**config.mk**
```make
export PLATFORM = sky130hd
export DESIGN_NAME = packet_deframer_crc16_check_unit
export DESIGN_NICKNAME = d
export VERILOG_FILES = /design/src/sv/pdc_pkg.sv /design/src/sv/pdc_parser.sv /design/src/sv/pdc_queue.sv /design/src/sv/pdc_out_stage.sv /design/src/sv/packet_deframer_crc16_check_unit.sv
export SDC_FILE = /design/constraint.sdc
export NUM_CORES = 1
export LEC_CHECK = 0
export BUFFER_PORTS_ARGS = -buffer_cell sky130_fd_sc_hd__buf_2
export CAP_MARGIN = 0
export CORE_ASPECT_RATIO = 1.4
export CORE_MARGIN = 1.5
export CORE_UTILIZATION = 60
export DETAILED_ROUTE_END_ITERATION = 8
export PLACE_DENSITY = 0.78
export SYNTH_ARGS = -nofsm -noshare
export SYNTH_HDL_FRONTEND = slang
export SYNTH_SLANG_ARGS = --single-unit
export TNS_END_PERCENT = 10
```
**constraint.sdc**
```tcl
create_clock -name clk -period 5.1 [get_ports clk]
set_input_delay 1.275 -clock clk [delete_from_list [all_inputs] [get_ports clk]]
set_output_delay 1.275 -clock clk [all_outputs]
set_load 0.005 [all_outputs]
```
**src/sv/pdc_pkg.sv**
```systemverilog
// ----------------------------------------------------------------------------
// pdc_pkg
// Shared types and constants for the packet deframer with CRC-16 check.
// ----------------------------------------------------------------------------
package pdc_pkg;

    // result kinds
    localparam logic [1:0] KIND_PAYLOAD  = 2'd0;
    localparam logic [1:0] KIND_ACCEPTED = 2'd1;
    localparam logic [1:0] KIND_CRC_BAD  = 2'd2;
    localparam logic [1:0] KIND_TOO_LONG = 2'd3;

    // configuration register indexes
    localparam int CFG_INDEX_W = 2;
    localparam logic [CFG_INDEX_W-1:0] CFG_READ_OPCODE  = 2'd0;
    localparam logic [CFG_INDEX_W-1:0] CFG_WRITE_OPCODE = 2'd1;

    // reset values of the opcode registers
    localparam logic [7:0] READ_OPCODE_RST  = 8'h00;
    localparam logic [7:0] WRITE_OPCODE_RST = 8'h01;

    // default depth of the queue between parser and output stage
    localparam int QUEUE_DEPTH_DEF = 4;

    // one result transaction as it travels through the queue
    typedef struct packed {
        logic [1:0]  kind;
        logic [7:0]  payload_byte;
        logic [7:0]  rw_code;
        logic [15:0] command_word;
        logic [15:0] payload_length;
    } result_t;

endpackage

```
**src/sv/pdc_parser.sv**
```systemverilog
// ----------------------------------------------------------------------------
// pdc_parser
// Front end: hunts the frame header, parses the fields, runs the CRC-16-CCITT
// and pushes payload bytes and packet verdicts into the result queue.
// ----------------------------------------------------------------------------
module pdc_parser (
    input  logic                            clk,
    input  logic                            rst_n,
    // configuration writes
    input  logic                            cfg_we,
    input  logic [pdc_pkg::CFG_INDEX_W-1:0] cfg_index,
    input  logic [7:0]                      cfg_data,
    // received bytes
    input  logic                            in_valid,
    output logic                            in_stall,
    input  logic [7:0]                      rx_byte,
    // result queue push side
    input  logic                            q_full,
    output logic                            q_push,
    output pdc_pkg::result_t                q_data
);

    // parse states
    localparam logic [2:0] ST_HUNT = 3'd0;
    localparam logic [2:0] ST_RW   = 3'd1;
    localparam logic [2:0] ST_CMD  = 3'd2;
    localparam logic [2:0] ST_LEN  = 3'd3;
    localparam logic [2:0] ST_DATA = 3'd4;
    localparam logic [2:0] ST_CRC  = 3'd5;

    localparam logic [7:0]  HDR_FIRST  = 8'h55;
    localparam logic [7:0]  HDR_SECOND = 8'hAA;
    localparam logic [15:0] CRC_INIT   = 16'hFFFF;
    localparam logic [15:0] LEN_LIMIT  = 16'd255;

    // byte-wise crc-16-ccitt update
    function automatic logic [15:0] crc_byte(input logic [15:0] c, input logic [7:0] b);
        logic [15:0] x;
        x = {c[7:0], c[15:8]} ^ {8'h00, b};
        x = x ^ {12'h000, x[7:4]};
        x = x ^ {x[3:0], 12'h000};
        x = x ^ {3'b000, x[7:0], 5'b00000};
        return x;
    endfunction

    localparam logic [15:0] HDR_CRC = crc_byte(crc_byte(CRC_INIT, HDR_FIRST), HDR_SECOND);

    logic [7:0]  read_op_reg;
    logic [7:0]  write_op_reg;
    logic [2:0]  state_reg, state_next;
    logic        second_reg, second_next;
    logic [15:0] crc_reg, crc_next;
    logic [7:0]  remain_reg, remain_next;
    logic [7:0]  rw_reg, rw_next;
    logic [15:0] cmd_reg, cmd_next;
    logic [15:0] len_reg, len_next;
    logic [7:0]  crc_low_reg, crc_low_next;

    logic        accept;
    logic [15:0] crc_upd;
    logic [15:0] len_full;
    logic [7:0]  remain_dec;

    assign in_stall   = q_full;
    assign accept     = in_valid && !q_full;
    assign crc_upd    = crc_byte(crc_reg, rx_byte);
    assign len_full   = {rx_byte, len_reg[7:0]};
    assign remain_dec = remain_reg - 8'd1;

    // opcode registers
    always_ff @(posedge clk or negedge rst_n)
    begin
        if (!rst_n)
        begin
            read_op_reg  <= pdc_pkg::READ_OPCODE_RST;
            write_op_reg <= pdc_pkg::WRITE_OPCODE_RST;
        end
        else if (cfg_we)
        begin
            if (cfg_index == pdc_pkg::CFG_READ_OPCODE)
                read_op_reg <= cfg_data;
            else if (cfg_index == pdc_pkg::CFG_WRITE_OPCODE)
                write_op_reg <= cfg_data;
        end
    end

    // frame parse and result generation
    always_comb
    begin
        state_next   = state_reg;
        second_next  = second_reg;
        crc_next     = crc_reg;
        remain_next  = remain_reg;
        rw_next      = rw_reg;
        cmd_next     = cmd_reg;
        len_next     = len_reg;
        crc_low_next = crc_low_reg;
        q_push       = 1'b0;
        q_data.kind           = pdc_pkg::KIND_PAYLOAD;
        q_data.payload_byte   = 8'h00;
        q_data.rw_code        = rw_reg;
        q_data.command_word   = cmd_reg;
        q_data.payload_length = len_reg;
        if (accept)
        begin
            unique case (state_reg)
                ST_RW:
                begin
                    if (rx_byte == read_op_reg || rx_byte == write_op_reg)
                    begin
                        rw_next    = rx_byte;
                        crc_next   = crc_upd;
                        state_next = ST_CMD;
                    end
                    else
                        state_next = ST_HUNT;
                end
                ST_CMD:
                begin
                    crc_next = crc_upd;
                    if (!second_reg)
                    begin
                        cmd_next    = {8'h00, rx_byte};
                        second_next = 1'b1;
                    end
                    else
                    begin
                        cmd_next    = {rx_byte, cmd_reg[7:0]};
                        second_next = 1'b0;
                        state_next  = ST_LEN;
                    end
                end
                ST_LEN:
                begin
                    if (!second_reg)
                    begin
                        len_next    = {8'h00, rx_byte};
                        crc_next    = crc_upd;
                        second_next = 1'b1;
                    end
                    else
                    begin
                        len_next    = len_full;
                        second_next = 1'b0;
                        if (len_full >= LEN_LIMIT)
                        begin
                            // oversize length: drop frame, report it
                            state_next            = ST_HUNT;
                            q_push                = 1'b1;
                            q_data.kind           = pdc_pkg::KIND_TOO_LONG;
                            q_data.payload_length = len_full;
                        end
                        else
                        begin
                            crc_next    = crc_upd;
                            remain_next = len_full[7:0];
                            state_next  = (len_full == 16'd0) ? ST_CRC : ST_DATA;
                        end
                    end
                end
                ST_DATA:
                begin
                    crc_next    = crc_upd;
                    remain_next = remain_dec;
                    if (remain_dec == 8'd0)
                        state_next = ST_CRC;
                    q_push              = 1'b1;
                    q_data.payload_byte = rx_byte;
                end
                ST_CRC:
                begin
                    if (!second_reg)
                    begin
                        crc_low_next = rx_byte;
                        second_next  = 1'b1;
                    end
                    else
                    begin
                        second_next = 1'b0;
                        state_next  = ST_HUNT;
                        q_push      = 1'b1;
                        q_data.kind = ({rx_byte, crc_low_reg} == crc_reg) ?
                                      pdc_pkg::KIND_ACCEPTED : pdc_pkg::KIND_CRC_BAD;
                    end
                end
                default:
                begin
                    // header hunt, also taken for unused codes
                    state_next = ST_HUNT;
                    if (second_reg)
                    begin
                        if (rx_byte == HDR_SECOND)
                        begin
                            crc_next   = HDR_CRC;
                            state_next = ST_RW;
                        end
                        second_next = 1'b0;
                    end
                    else if (rx_byte == HDR_FIRST)
                        second_next = 1'b1;
                end
            endcase
        end
    end

    // parser state
    always_ff @(posedge clk or negedge rst_n)
    begin
        if (!rst_n)
        begin
            state_reg   <= ST_HUNT;
            second_reg  <= 1'b0;
            crc_reg     <= CRC_INIT;
            remain_reg  <= 8'h00;
            rw_reg      <= 8'h00;
            cmd_reg     <= 16'h0000;
            len_reg     <= 16'h0000;
            crc_low_reg <= 8'h00;
        end
        else
        begin
            state_reg   <= state_next;
            second_reg  <= second_next;
            crc_reg     <= crc_next;
            remain_reg  <= remain_next;
            rw_reg      <= rw_next;
            cmd_reg     <= cmd_next;
            len_reg     <= len_next;
            crc_low_reg <= crc_low_next;
        end
    end

endmodule

```
**src/sv/pdc_queue.sv**
```systemverilog
// ----------------------------------------------------------------------------
// pdc_queue
// Short result queue that decouples the parser from the output stage.
// ----------------------------------------------------------------------------
module pdc_queue #(
    parameter int DEPTH = pdc_pkg::QUEUE_DEPTH_DEF
) (
    input  logic                         clk,
    input  logic                         rst_n,
    input  logic                         push,
    input  pdc_pkg::result_t             push_data,
    output logic                         full,
    input  logic                         pop,
    output pdc_pkg::result_t             pop_data,
    output logic                         empty,
    output logic [$clog2(DEPTH+1)-1:0]   count
);

    localparam int AW = $clog2(DEPTH);
    localparam int CW = $clog2(DEPTH + 1);
    localparam logic [AW-1:0] LAST = AW'(DEPTH - 1);

    pdc_pkg::result_t entry_reg [DEPTH];
    logic [AW-1:0] wr_ptr_reg, wr_ptr_next;
    logic [AW-1:0] rd_ptr_reg, rd_ptr_next;
    logic [CW-1:0] count_reg, count_next;

    assign full     = (count_reg == CW'(DEPTH));
    assign empty    = (count_reg == '0);
    assign count    = count_reg;
    assign pop_data = entry_reg[rd_ptr_reg];

    // pointer and fill count update
    always_comb
    begin
        wr_ptr_next = wr_ptr_reg;
        rd_ptr_next = rd_ptr_reg;
        count_next  = count_reg;
        if (push)
            wr_ptr_next = (wr_ptr_reg == LAST) ? '0 : wr_ptr_reg + AW'(1);
        if (pop)
            rd_ptr_next = (rd_ptr_reg == LAST) ? '0 : rd_ptr_reg + AW'(1);
        if (push && !pop)
            count_next = count_reg + CW'(1);
        else if (pop && !push)
            count_next = count_reg - CW'(1);
    end

    always_ff @(posedge clk or negedge rst_n)
    begin
        if (!rst_n)
        begin
            wr_ptr_reg <= '0;
            rd_ptr_reg <= '0;
            count_reg  <= '0;
        end
        else
        begin
            wr_ptr_reg <= wr_ptr_next;
            rd_ptr_reg <= rd_ptr_next;
            count_reg  <= count_next;
        end
    end

    // entry storage
    always_ff @(posedge clk)
    begin
        if (push)
            entry_reg[wr_ptr_reg] <= push_data;
    end

endmodule

```
**src/sv/pdc_out_stage.sv**
```systemverilog
// ----------------------------------------------------------------------------
// pdc_out_stage
// Back end: output register that takes results from the queue and holds
// each one until the downstream side takes the transaction.
// ----------------------------------------------------------------------------
module pdc_out_stage (
    input  logic             clk,
    input  logic             rst_n,
    input  logic             q_empty,
    input  pdc_pkg::result_t q_data,
    output logic             q_pop,
    output logic             out_valid,
    input  logic             out_stall,
    output pdc_pkg::result_t out_data
);

    logic             valid_reg;
    pdc_pkg::result_t data_reg;

    // load when the register is free or being drained
    assign q_pop     = !q_empty && (!valid_reg || !out_stall);
    assign out_valid = valid_reg;
    assign out_data  = data_reg;

    always_ff @(posedge clk or negedge rst_n)
    begin
        if (!rst_n)
            valid_reg <= 1'b0;
        else if (q_pop)
            valid_reg <= 1'b1;
        else if (!out_stall)
            valid_reg <= 1'b0;
    end

    always_ff @(posedge clk)
    begin
        if (q_pop)
            data_reg <= q_data;
    end

endmodule

```
**src/sv/packet_deframer_crc16_check_unit.sv**
```systemverilog
// A byte that produces a result writes it into the result queue, and the output
// register loads it from there once that register is free or being drained.
// Throughput: one received byte per cycle; the input stalls only while the
// result queue is full, which happens when the downstream side stalls.
// Reset: asynchronous, active low; parser returns to header hunt, CRC to 0xFFFF,
// opcodes to 0 and 1, queue and output register empty.
// ----------------------------------------------------------------------------
// packet_deframer_crc16_check_unit
// Deframes 0x55 0xAA packets byte by byte, emits payload bytes and a final
// accepted / rejected verdict checked against a CRC-16-CCITT.
// ----------------------------------------------------------------------------
module packet_deframer_crc16_check_unit #(
    parameter int QUEUE_DEPTH = pdc_pkg::QUEUE_DEPTH_DEF
) (
    input  logic                            clk,
    input  logic                            rst_n,
    // configuration
    input  logic                            cfg_valid,
    output logic                            cfg_ready,
    input  logic [pdc_pkg::CFG_INDEX_W-1:0] cfg_index,
    input  logic [7:0]                      cfg_data,
    // received bytes
    input  logic                            in_valid,
    output logic                            in_stall,
    input  logic [7:0]                      rx_byte,
    // results
    output logic                            out_valid,
    input  logic                            out_stall,
    output logic [1:0]                      out_kind,
    output logic [7:0]                      payload_byte,
    output logic [7:0]                      rw_code,
    output logic [15:0]                     command_word,
    output logic [15:0]                     payload_length
);

    localparam int CW = $clog2(QUEUE_DEPTH + 1);

    logic             q_push;
    logic             q_pop;
    logic             q_full;
    logic             q_empty;
    logic [CW-1:0]    q_count;
    pdc_pkg::result_t q_wdata;
    pdc_pkg::result_t q_rdata;
    pdc_pkg::result_t out_data;

    assign cfg_ready = 1'b1;

    // front end
    pdc_parser u_parser (
        .clk       (clk),
        .rst_n     (rst_n),
        .cfg_we    (cfg_valid && cfg_ready),
        .cfg_index (cfg_index),
        .cfg_data  (cfg_data),
        .in_valid  (in_valid),
        .in_stall  (in_stall),
        .rx_byte   (rx_byte),
        .q_full    (q_full),
        .q_push    (q_push),
        .q_data    (q_wdata)
    );

    // result queue
    pdc_queue #(
        .DEPTH (QUEUE_DEPTH)
    ) u_queue (
        .clk       (clk),
        .rst_n     (rst_n),
        .push      (q_push),
        .push_data (q_wdata),
        .full      (q_full),
        .pop       (q_pop),
        .pop_data  (q_rdata),
        .empty     (q_empty),
        .count     (q_count)
    );

    // back end
    pdc_out_stage u_out (
        .clk       (clk),
        .rst_n     (rst_n),
        .q_empty   (q_empty),
        .q_data    (q_rdata),
        .q_pop     (q_pop),
        .out_valid (out_valid),
        .out_stall (out_stall),
        .out_data  (out_data)
    );

    assign out_kind       = out_data.kind;
    assign payload_byte   = out_data.payload_byte;
    assign rw_code        = out_data.rw_code;
    assign command_word   = out_data.command_word;
    assign payload_length = out_data.payload_length;

    // queue never overflows
    a_no_push_full: assert property (@(posedge clk) disable iff (!rst_n)
        q_push |-> !q_full)
        else $error("result pushed into full queue");

    // fill count stays within depth
    a_count_range: assert property (@(posedge clk) disable iff (!rst_n)
        q_count <= CW'(QUEUE_DEPTH))
        else $error("queue count out of range");

    // a waiting result reaches the empty output register next cycle
    a_out_load: assert property (@(posedge clk) disable iff (!rst_n)
        (!q_empty && !out_valid) |=> out_valid)
        else $error("queued result not loaded into output register");

    // only payload bytes carry data
    a_payload_zero: assert property (@(posedge clk) disable iff (!rst_n)
        (out_valid && out_kind != pdc_pkg::KIND_PAYLOAD) |-> payload_byte == 8'h00)
        else $error("verdict transaction carries a data byte");

endmodule

```
==> results of run 1 <==
area by class of cell:
class / instances / area (µm²) / area share
Sequential cell: 350 / 10000 / 0.639
Multi-Input combinational cell: 390 / 3830 / 0.244
Clock buffer: 41 / 813 / 0.0518
Timing Repair Buffer: 82 / 470 / 0.0300
Tap cell: 306 / 383 / 0.0244
Clock inverter: 14 / 124 / 0.00789
Inverter: 12 / 45.0 / 0.00287
per-layer routing:
metal	global-route usage	wire, µm
met4	0.0699	690
met1	0.288	10300
met2	0.409	14300
met5	0	0
met3	0.0319	1450
synth_stat cells (all sizes together) (3+ instances only):
cell type    n  area (µm²)
nand2b       6        37.5
a21o         3        22.5
ha           8         100
and3         9        56.3
nor4         5        52.6
xor2         4        35.0
nand4       14         103
a22o        10        87.6
nand2       45         169
dfstp       17         447
edfxtp     250        7510
mux4        50        1130
o211ai       4        30.0
dfrtp       83        2080
xnor2       49         437
clkbuf      17        63.8
mux2i        3        30.0
o21ai       21         105
and2         4        25.0
inv         12        45.0
nor3         9        45.0
mux2        72         837
nand3        8        40.0
or3          3        18.8
buf         22         133
a21oi       16        83.8
nand3b       3        22.5
nor2        16        70.1
cells by family (layout without fill, tap and decap cells):
family / after synthesis / after routing / share of synthesized area
fa+ha+maj: 9 / 9 / 0.00852
xor+xnor: 53 / 53 / 0.0335
other cells: 1 / 1 / 0.000266
buf+inv: 51 / 149 / 0.0171
simple gates: 132 / 132 / 0.0525
compound gates: 70 / 70 / 0.0350
mux: 125 / 125 / 0.141
flops: 350 / 350 / 0.712
path summary, 6_finish.rpt:
| path | startpoint | to | slack [ns] | depth (start not counted) |
|---|---|---|---|---|
| max in group asynchronous | rst_n | u_parser.crc_reg[3] | 3.28 | 2 |
| hold / removal | u_parser.crc_reg[9] | u_parser.crc_reg[9] | 0.49 | 2 |
| min in group asynchronous | rst_n | u_parser.remain_reg[7] | 0.85 | 1 |
| setup reg to reg | u_parser.len_reg[7] | u_queue.entry_reg[3][36] | 1.85 | 6 |
| hold reg to reg | u_parser.crc_reg[9] | u_parser.crc_reg[9] | 0.49 | 2 |
| setup / recovery | rx_byte[4] | u_queue.entry_reg[3][36] | 1.66 | 7 |
report_power, final:
group | switching (W) | internal [W] | total, W | leakage [nW]
clock | 0.000955 | 0.00122 | 0.00217 | 0.459
combinational | 0.000992 | 0.00111 | 0.00211 | 1.69
sequential | 0.000563 | 0.00386 | 0.00443 | 3.47
cell usage in the layout, fill, tap and decap left out, types with 10 or more instances in the layout:
master and instances:
sky130_fd_sc_hd__mux4_2 50, sky130_fd_sc_hd__o21ai_0 21, sky130_fd_sc_hd__clkbuf_1 10, sky130_fd_sc_hd__xnor2_1 48
sky130_fd_sc_hd__inv_1 11, sky130_fd_sc_hd__dfstp_2 17, sky130_fd_sc_hd__dfrtp_1 81, sky130_fd_sc_hd__nand2_1 45
sky130_fd_sc_hd__a22o_1 10, sky130_fd_sc_hd__nand4_1 13, sky130_fd_sc_hd__buf_2 73, sky130_fd_sc_hd__mux2_2 65
sky130_fd_sc_hd__clkbuf_16 31, sky130_fd_sc_hd__a21oi_1 15, sky130_fd_sc_hd__edfxtp_1 250, sky130_fd_sc_hd__nor2_1 14
stage by stage:
step,hold slack [ns],setup slack (ns),power [W],util,cells
3_5_place_dp,0.476,1.07,0.00660,0.638,1140
3_3_place_gp,0.470,1.15,0.00649,0.638,1140
2_1_floorplan,0.446,1.42,0.00590,-,791
6_report,0.489,1.66,0.00870,0.679,1195
5_1_grt,0.507,1.49,0.00911,0.679,1195
4_1_cts,0.487,1.63,0.00877,0.679,1195
critical path, cell delays in order:
cell and delay, ns:
sky130_fd_sc_hd__buf_2 0.32, sky130_fd_sc_hd__nor4_4 0.10, sky130_fd_sc_hd__o211ai_1 0.22, sky130_fd_sc_hd__nand3_1 0.23, sky130_fd_sc_hd__a21oi_1 0.53, sky130_fd_sc_hd__and2_2 0.70, sky130_fd_sc_hd__buf_12 0.28
==> Flow_metrics.wiki, run 1 <==
{| class="wikitable"
! Metric !! Value
|-
| Status || finished, final reports clean
|-
| Clk slew on worst S/H paths || 0.06 ns
|-
| Detail-routed via count per cell || 5.98
|-
| Final critical-path required period || 3.44 ns
|-
| Sequential fraction of the synthesis area || 0.712
|-
| Starting Density || 0.610
|-
| Actual slew at the worst max-slew pin || 1.15 ns
|-
| Relative max-transition margin || 0.232
|-
| Maximum root-to-sink buffer count || 3
|-
| Cells after synthesis || between 700 and 800
|-
| Total via count after detailed routing || 7150
|-
| Number of placement rows || between 60 and 70
|-
| First-pass GRT wire length || between 40 and 50 mm
|-
| Synth cell types || 63
|-
| Remaining antenna violation count after routing || 0
|-
| Overflow left after global routing || 0
|-
| Via count of the first global-routing pass || about 7600
|-
| Final setup fails || 0
|-
| Count of yosys warnings during synthesis || 0
|-
| Number of nets in the synthesized netlist || between 800 and 900
|-
| P&R area growth vs syn || 11.4%
|-
| Setup TNS Final || 0 ns
|-
| Worst clock skew || 0.0102 ns
|-
| Clk root buf || sky130_fd_sc_hd__clkbuf_16
|-
| Depth of the CTS H-tree || 1
|-
| Number of flip-flops in the largest register || 200
|-
| Wire length per cell after detailed routing || 22.4 µm
|-
| Net total in the final layout || 898
|-
| WL final || 26.8 mm
|-
| Post-cts repair resize count || 0
|-
| Leakage dissipation || ~5.6 nW
|-
| Arr. time, crit path || 3.68 ns
|-
| Ratio of total power to cell area || 555 nW/µm²
|-
| Antenna diode instance count || 0
|-
| Top_reg_cell synth || sky130_fd_sc_hd__edfxtp_1
|-
| Antenna violations before repair || 0
|-
| Post-CTS Setup Bufs || 0
|-
| Type of the most critical hold path || reg -> reg
|-
| Number of buffers inserted for hold repair after clock tree synthesis || 0
|-
| Maximum VDD drop || around 0.00048 V
|-
| Count of flip-flops with a built-in enable after synthesis || between 200 and 300
|-
| Number of remaining DRC errors || 0
|-
| Source-to-sink clock delay at the later pin of the worst-skew pair || 0.55 ns
|-
| Final weighted congestion of routability-driven global placement || around 0.95
|-
| Endpoint class of the critical path || flip-flop
|-
| Final-layout fill cell count || 1484
|-
| Global routing usage summed across all routing layers || 0.227
|-
| Maximum operating frequency || around 290 MHz
|-
| Synthesized area per cell || 17.8 µm²
|-
| Height of the die || 184 µm
|-
| Kind of critical path || in -> reg
|-
| Floorplan die width || 133 µm
|-
| Final Slew Violations || 0
|-
| Period utilisation layout || 0.675
|-
| First-iteration detailed-routing DRC count || 605
|-
| Startpoint type of the worst setup path || input port
|-
| DRT Pass-1 Iters || 5
|-
| CP Max Fanout || 26
|-
| Estimated wirelength of the detail-placed design || 17.2 mm
|-
| Netlist area before placement || 14100 µm²
|-
| Required time at the endpoint of the critical path || 5.34 ns
|-
| Number of buffers created by CTS || 30
|-
| Total clock sinks || 350
|-
| CORE AREA || between 20000 and 25000 µm²
|-
| Number of I/O pins || 76
|-
| #FFs+latches synth || 350
|-
| Area after detailed placement || 14800 µm²
|-
| Clock tree from TritonCTS || done
|-
| Die footprint || 24400 µm²
|-
| Post-route cell area || 15700 µm²
|-
| Buffers on Ports || 74
|-
| RSZ-0062 raised after global routing || no
|-
| Maximum number of pins on one net before global-route repair || 72
|-
| Post-synthesis async set-or-reset flop share || 0.286
|-
| Fin. Hold Viols || 0
|-
| Share of layout cells above drive strength 1 || 0.318
|-
| Max capacitance violation total || 0
|}
Note: power is estimated with default switching activity, not from simulation.
==> run 2: changes to the inputs <==
- clock period: 5.1 -> 3.3 ns (I/O delays scaled with it)
==> run 2 against run 1 <==
- sequential share of layout area is 1.7 points lower
- largest power group unchanged
- worst setup slack worse by 1.3 ns
- clock-buffer cell count is 4 higher
- global-route usage is 0.72 points higher
- first-iteration DRC count is 12% lower
- cell count is 2.4% higher
- utilization is 1.9 points higher
- sequential cell count stayed put
- critical path depth is 3 higher
- sequential power is 51% higher
- worst hold slack worse by 0.14 ns
==> Flow_metrics.wiki, run 2 (same netlist as run 1, synthesis figures left out) <==
{| class="wikitable"
! Metric !! Value
|-
| Worst setup slack after placement || 0.253 ns (-0.816 ns)
|-
| Period utilisation layout || 0.892
|-
| DRT Pass-1 Iters || 5 (unchanged)
|-
| Floorplan die width || 133 µm (unchanged)
|-
| Actual slew at the worst max-slew pin || 1.21 ns (+0.0605 ns)
|-
| Status || finished, final reports clean
|-
| Share of layout cells above drive strength 1 || 0.343 (+0.0248)
|-
| CORE AREA || 23100 µm² (unchanged)
|-
| Final setup fails || 0 (unchanged)
|-
| Buffers on Ports || 74 (unchanged)
|-
| Total clock sinks || 350 (unchanged)
|-
| First-pass GRT wire length || 43.2 mm (+2.2%)
|-
| CP Max Fanout || 8 (-69%)
|-
| Maximum root-to-sink buffer count || 3 (unchanged)
|-
| Number of I/O pins || 76 (unchanged)
|-
| Endpoint class of the critical path || flip-flop
|-
| Number of flip-flops in the largest register || 200 (unchanged)
|-
| Clk root buf || sky130_fd_sc_hd__clkbuf_16
|-
| Maximum operating frequency || 340 MHz
|-
| Combined flip-flop and latch cell area || 10000 µm² (unchanged)
|-
| Total via count after detailed routing || 7319 (+2.4%)
|-
| Detail-routed via count per cell || 5.98 (about the same)
|-
| Number of buffers inserted for hold repair after clock tree synthesis || 0 (unchanged)
|-
| Number of placement rows || 66 (unchanged)
|-
| Estimated wirelength of the detail-placed design || 17.2 mm (about the same)
|-
| Maximum number of pins on one net before global-route repair || 53 (-26%)
|-
| Clock tree from TritonCTS || done
|-
| Leakage dissipation || 5.85 nW (+4.1%)
|-
| Worst clock skew || 0.0243 ns (+0.0142 ns)
|-
| Number of buffers created by CTS || 34 (+13%)
|-
| P&R area growth vs syn || 14.5%
|-
| Remaining antenna violation count after routing || 0 (unchanged)
|-
| Antenna violations before repair || 0 (unchanged)
|-
| Net total in the final layout || 924 (+2.9%)
|-
| Final critical-path required period || 2.94 ns
|-
| Kind of critical path || reg -> reg
|-
| WL final || 27.5 mm (+2.7%)
|-
| Number of remaining DRC errors || 0 (unchanged)
|-
| Most frequent standard cell in the layout excluding fill and tap cells || sky130_fd_sc_hd__edfxtp_1
|-
| Top library cells by usage in the layout, fill and taps aside || 250 x sky130_fd_sc_hd__edfxtp_1, 81 x sky130_fd_sc_hd__dfrtp_1, 73 x sky130_fd_sc_hd__buf_2, 65 x sky130_fd_sc_hd__mux2_2, 50 x sky130_fd_sc_hd__mux4_2
|-
| Delay of the slowest critical-path stage || 0.49 ns (-0.21 ns)
|-
| Setup TNS Final || 0 ns (unchanged)
|-
| Fin. Hold Viols || 0 (unchanged)
|-
| Area after detailed placement || 15000 µm² (+1.3%)
|-
| Depth of the CTS H-tree || 2 (+1)
|-
| Cell breakdown of the critical path || nand4_1, o211ai_1, nand3_1, a21oi_1, ha_1, inv_1, fa_1, xor2_1, nor2_1, xor2_1
|-
| Ratio of total power to cell area || 878 nW/µm² (+58%)
|-
| First-iteration detailed-routing DRC count || 534 (-12%)
|-
| Antenna diode instance count || 0 (unchanged)
|-
| CP max stage cell || sky130_fd_sc_hd__dfrtp_1
|-
| Final-layout fill cell count || 1497 (+0.88%)
|-
| Relative max-transition margin || 0.192 (-0.0405)
|-
| Die footprint || 24400 µm² (unchanged)
|-
| Global routing usage summed across all routing layers || 0.234 (+0.00722)
|-
| Worst setup slack after layout || 0.356 ns (-1.30 ns)
|-
| Maximum VDD drop || 0.000608 V (+26%)
|-
| Required time at the endpoint of the critical path || 3.72 ns (-1.62 ns)
|-
| Post-route cell area || 16100 µm² (+2.8%)
|-
| Total area of multi-input combinational cells || 3830 µm² (unchanged)
|-
| Final Slew Violations || 0 (unchanged)
|-
| Source-to-sink clock delay at the later pin of the worst-skew pair || 0.51 ns (-0.04 ns)
|-
| Most used cell along the critical path || sky130_fd_sc_hd__xor2_1
|-
| Final weighted congestion of routability-driven global placement || 0.903 (-4.9%)
|-
| Starting Density || 0.610 (unchanged)
|-
| Via count of the first global-routing pass || 7751 (+2.5%)
|-
| Post-cts repair resize count || 0 (unchanged)
|-
| Post-CTS Setup Bufs || 0 (unchanged)
|-
| Startpoint type of the worst setup path || flip-flop
|-
| RSZ-0062 raised after global routing || no
|-
| Overflow left after global routing || 0 (unchanged)
|-
| Arr. time, crit path || 3.37 ns (-0.31 ns)
|-
| Type of the most critical hold path || in -> async
|-
| Max capacitance violation total || 0 (unchanged)
|-
| Clk slew on worst S/H paths || 0.06 ns (about the same)
|-
| Wire length per cell after detailed routing || 22.5 µm (+0.25%)
|-
| Height of the die || 184 µm (unchanged)
|}
==> run 2: through the flow <==
step / total power, W / util / instances / hold WS [ns]
after floorplan: 0.00911 / - / 791 / 0.446
after global placement: 0.0101 / 0.647 / 1162 / 0.464
after detailed placement: 0.0103 / 0.647 / 1162 / 0.473
after CTS: 0.0143 / 0.698 / 1224 / 0.362
after global routing: 0.0148 / 0.698 / 1224 / 0.397
final: 0.0142 / 0.698 / 1224 / 0.351
==> run 2: final cells by class <==
type | instances | area share
clock inverter | 17 | 0.0118
inverter | 12 | 0.00279
multi-input combinational | 390 | 0.237
tap | 306 | 0.0237
sequential | 350 | 0.622
clock buffer | 45 | 0.0617
timing repair buffer | 104 | 0.0409
==> run 2: path summary, 6_finish.rpt <==
path	start	to	slack, ns	cells past startpoint
setup / recovery	u_parser.len_reg[5]	u_queue.count[2]	0.36	10
hold / removal	rst_n	u_out.out_valid	0.35	1
setup reg to reg	u_parser.len_reg[5]	u_queue.count[2]	0.36	10
hold reg to reg	u_parser.crc_reg[9]	u_parser.crc_reg[9]	0.48	2
max in group asynchronous	rst_n	u_parser.cmd_reg[4]	2.22	2
min in group clk	u_parser.crc_reg[9]	u_parser.crc_reg[9]	0.48	2
==> run 2: where the power goes <==
part / internal [W] / switching (W)
Clock: 0.00244 / 0.00158
Sequential: 0.00597 / 0.000718
Combinational: 0.00180 / 0.00165
Total: 0.0102 / 0.00395
==> run 2: metal layers <==
| metal | share of wire | GRT usage |
|---|---|---|
| met5 | 0 | 0 |
| met4 | 0.030 | 0.0892 |
| met2 | 0.53 | 0.421 |
| met1 | 0.40 | 0.289 |
| met3 | 0.043 | 0.0352 |
==> run 2: worst max-delay path, delay by kind of cell, from the launching register on <==
family / cells / cell delay [ns]
fa+ha+maj: 2 / 0.64
simple gates: 3 / 0.53
xor+xnor: 2 / 0.36
flops: 1 / 0.49
compound gates: 2 / 0.78
buf+inv: 1 / 0.06
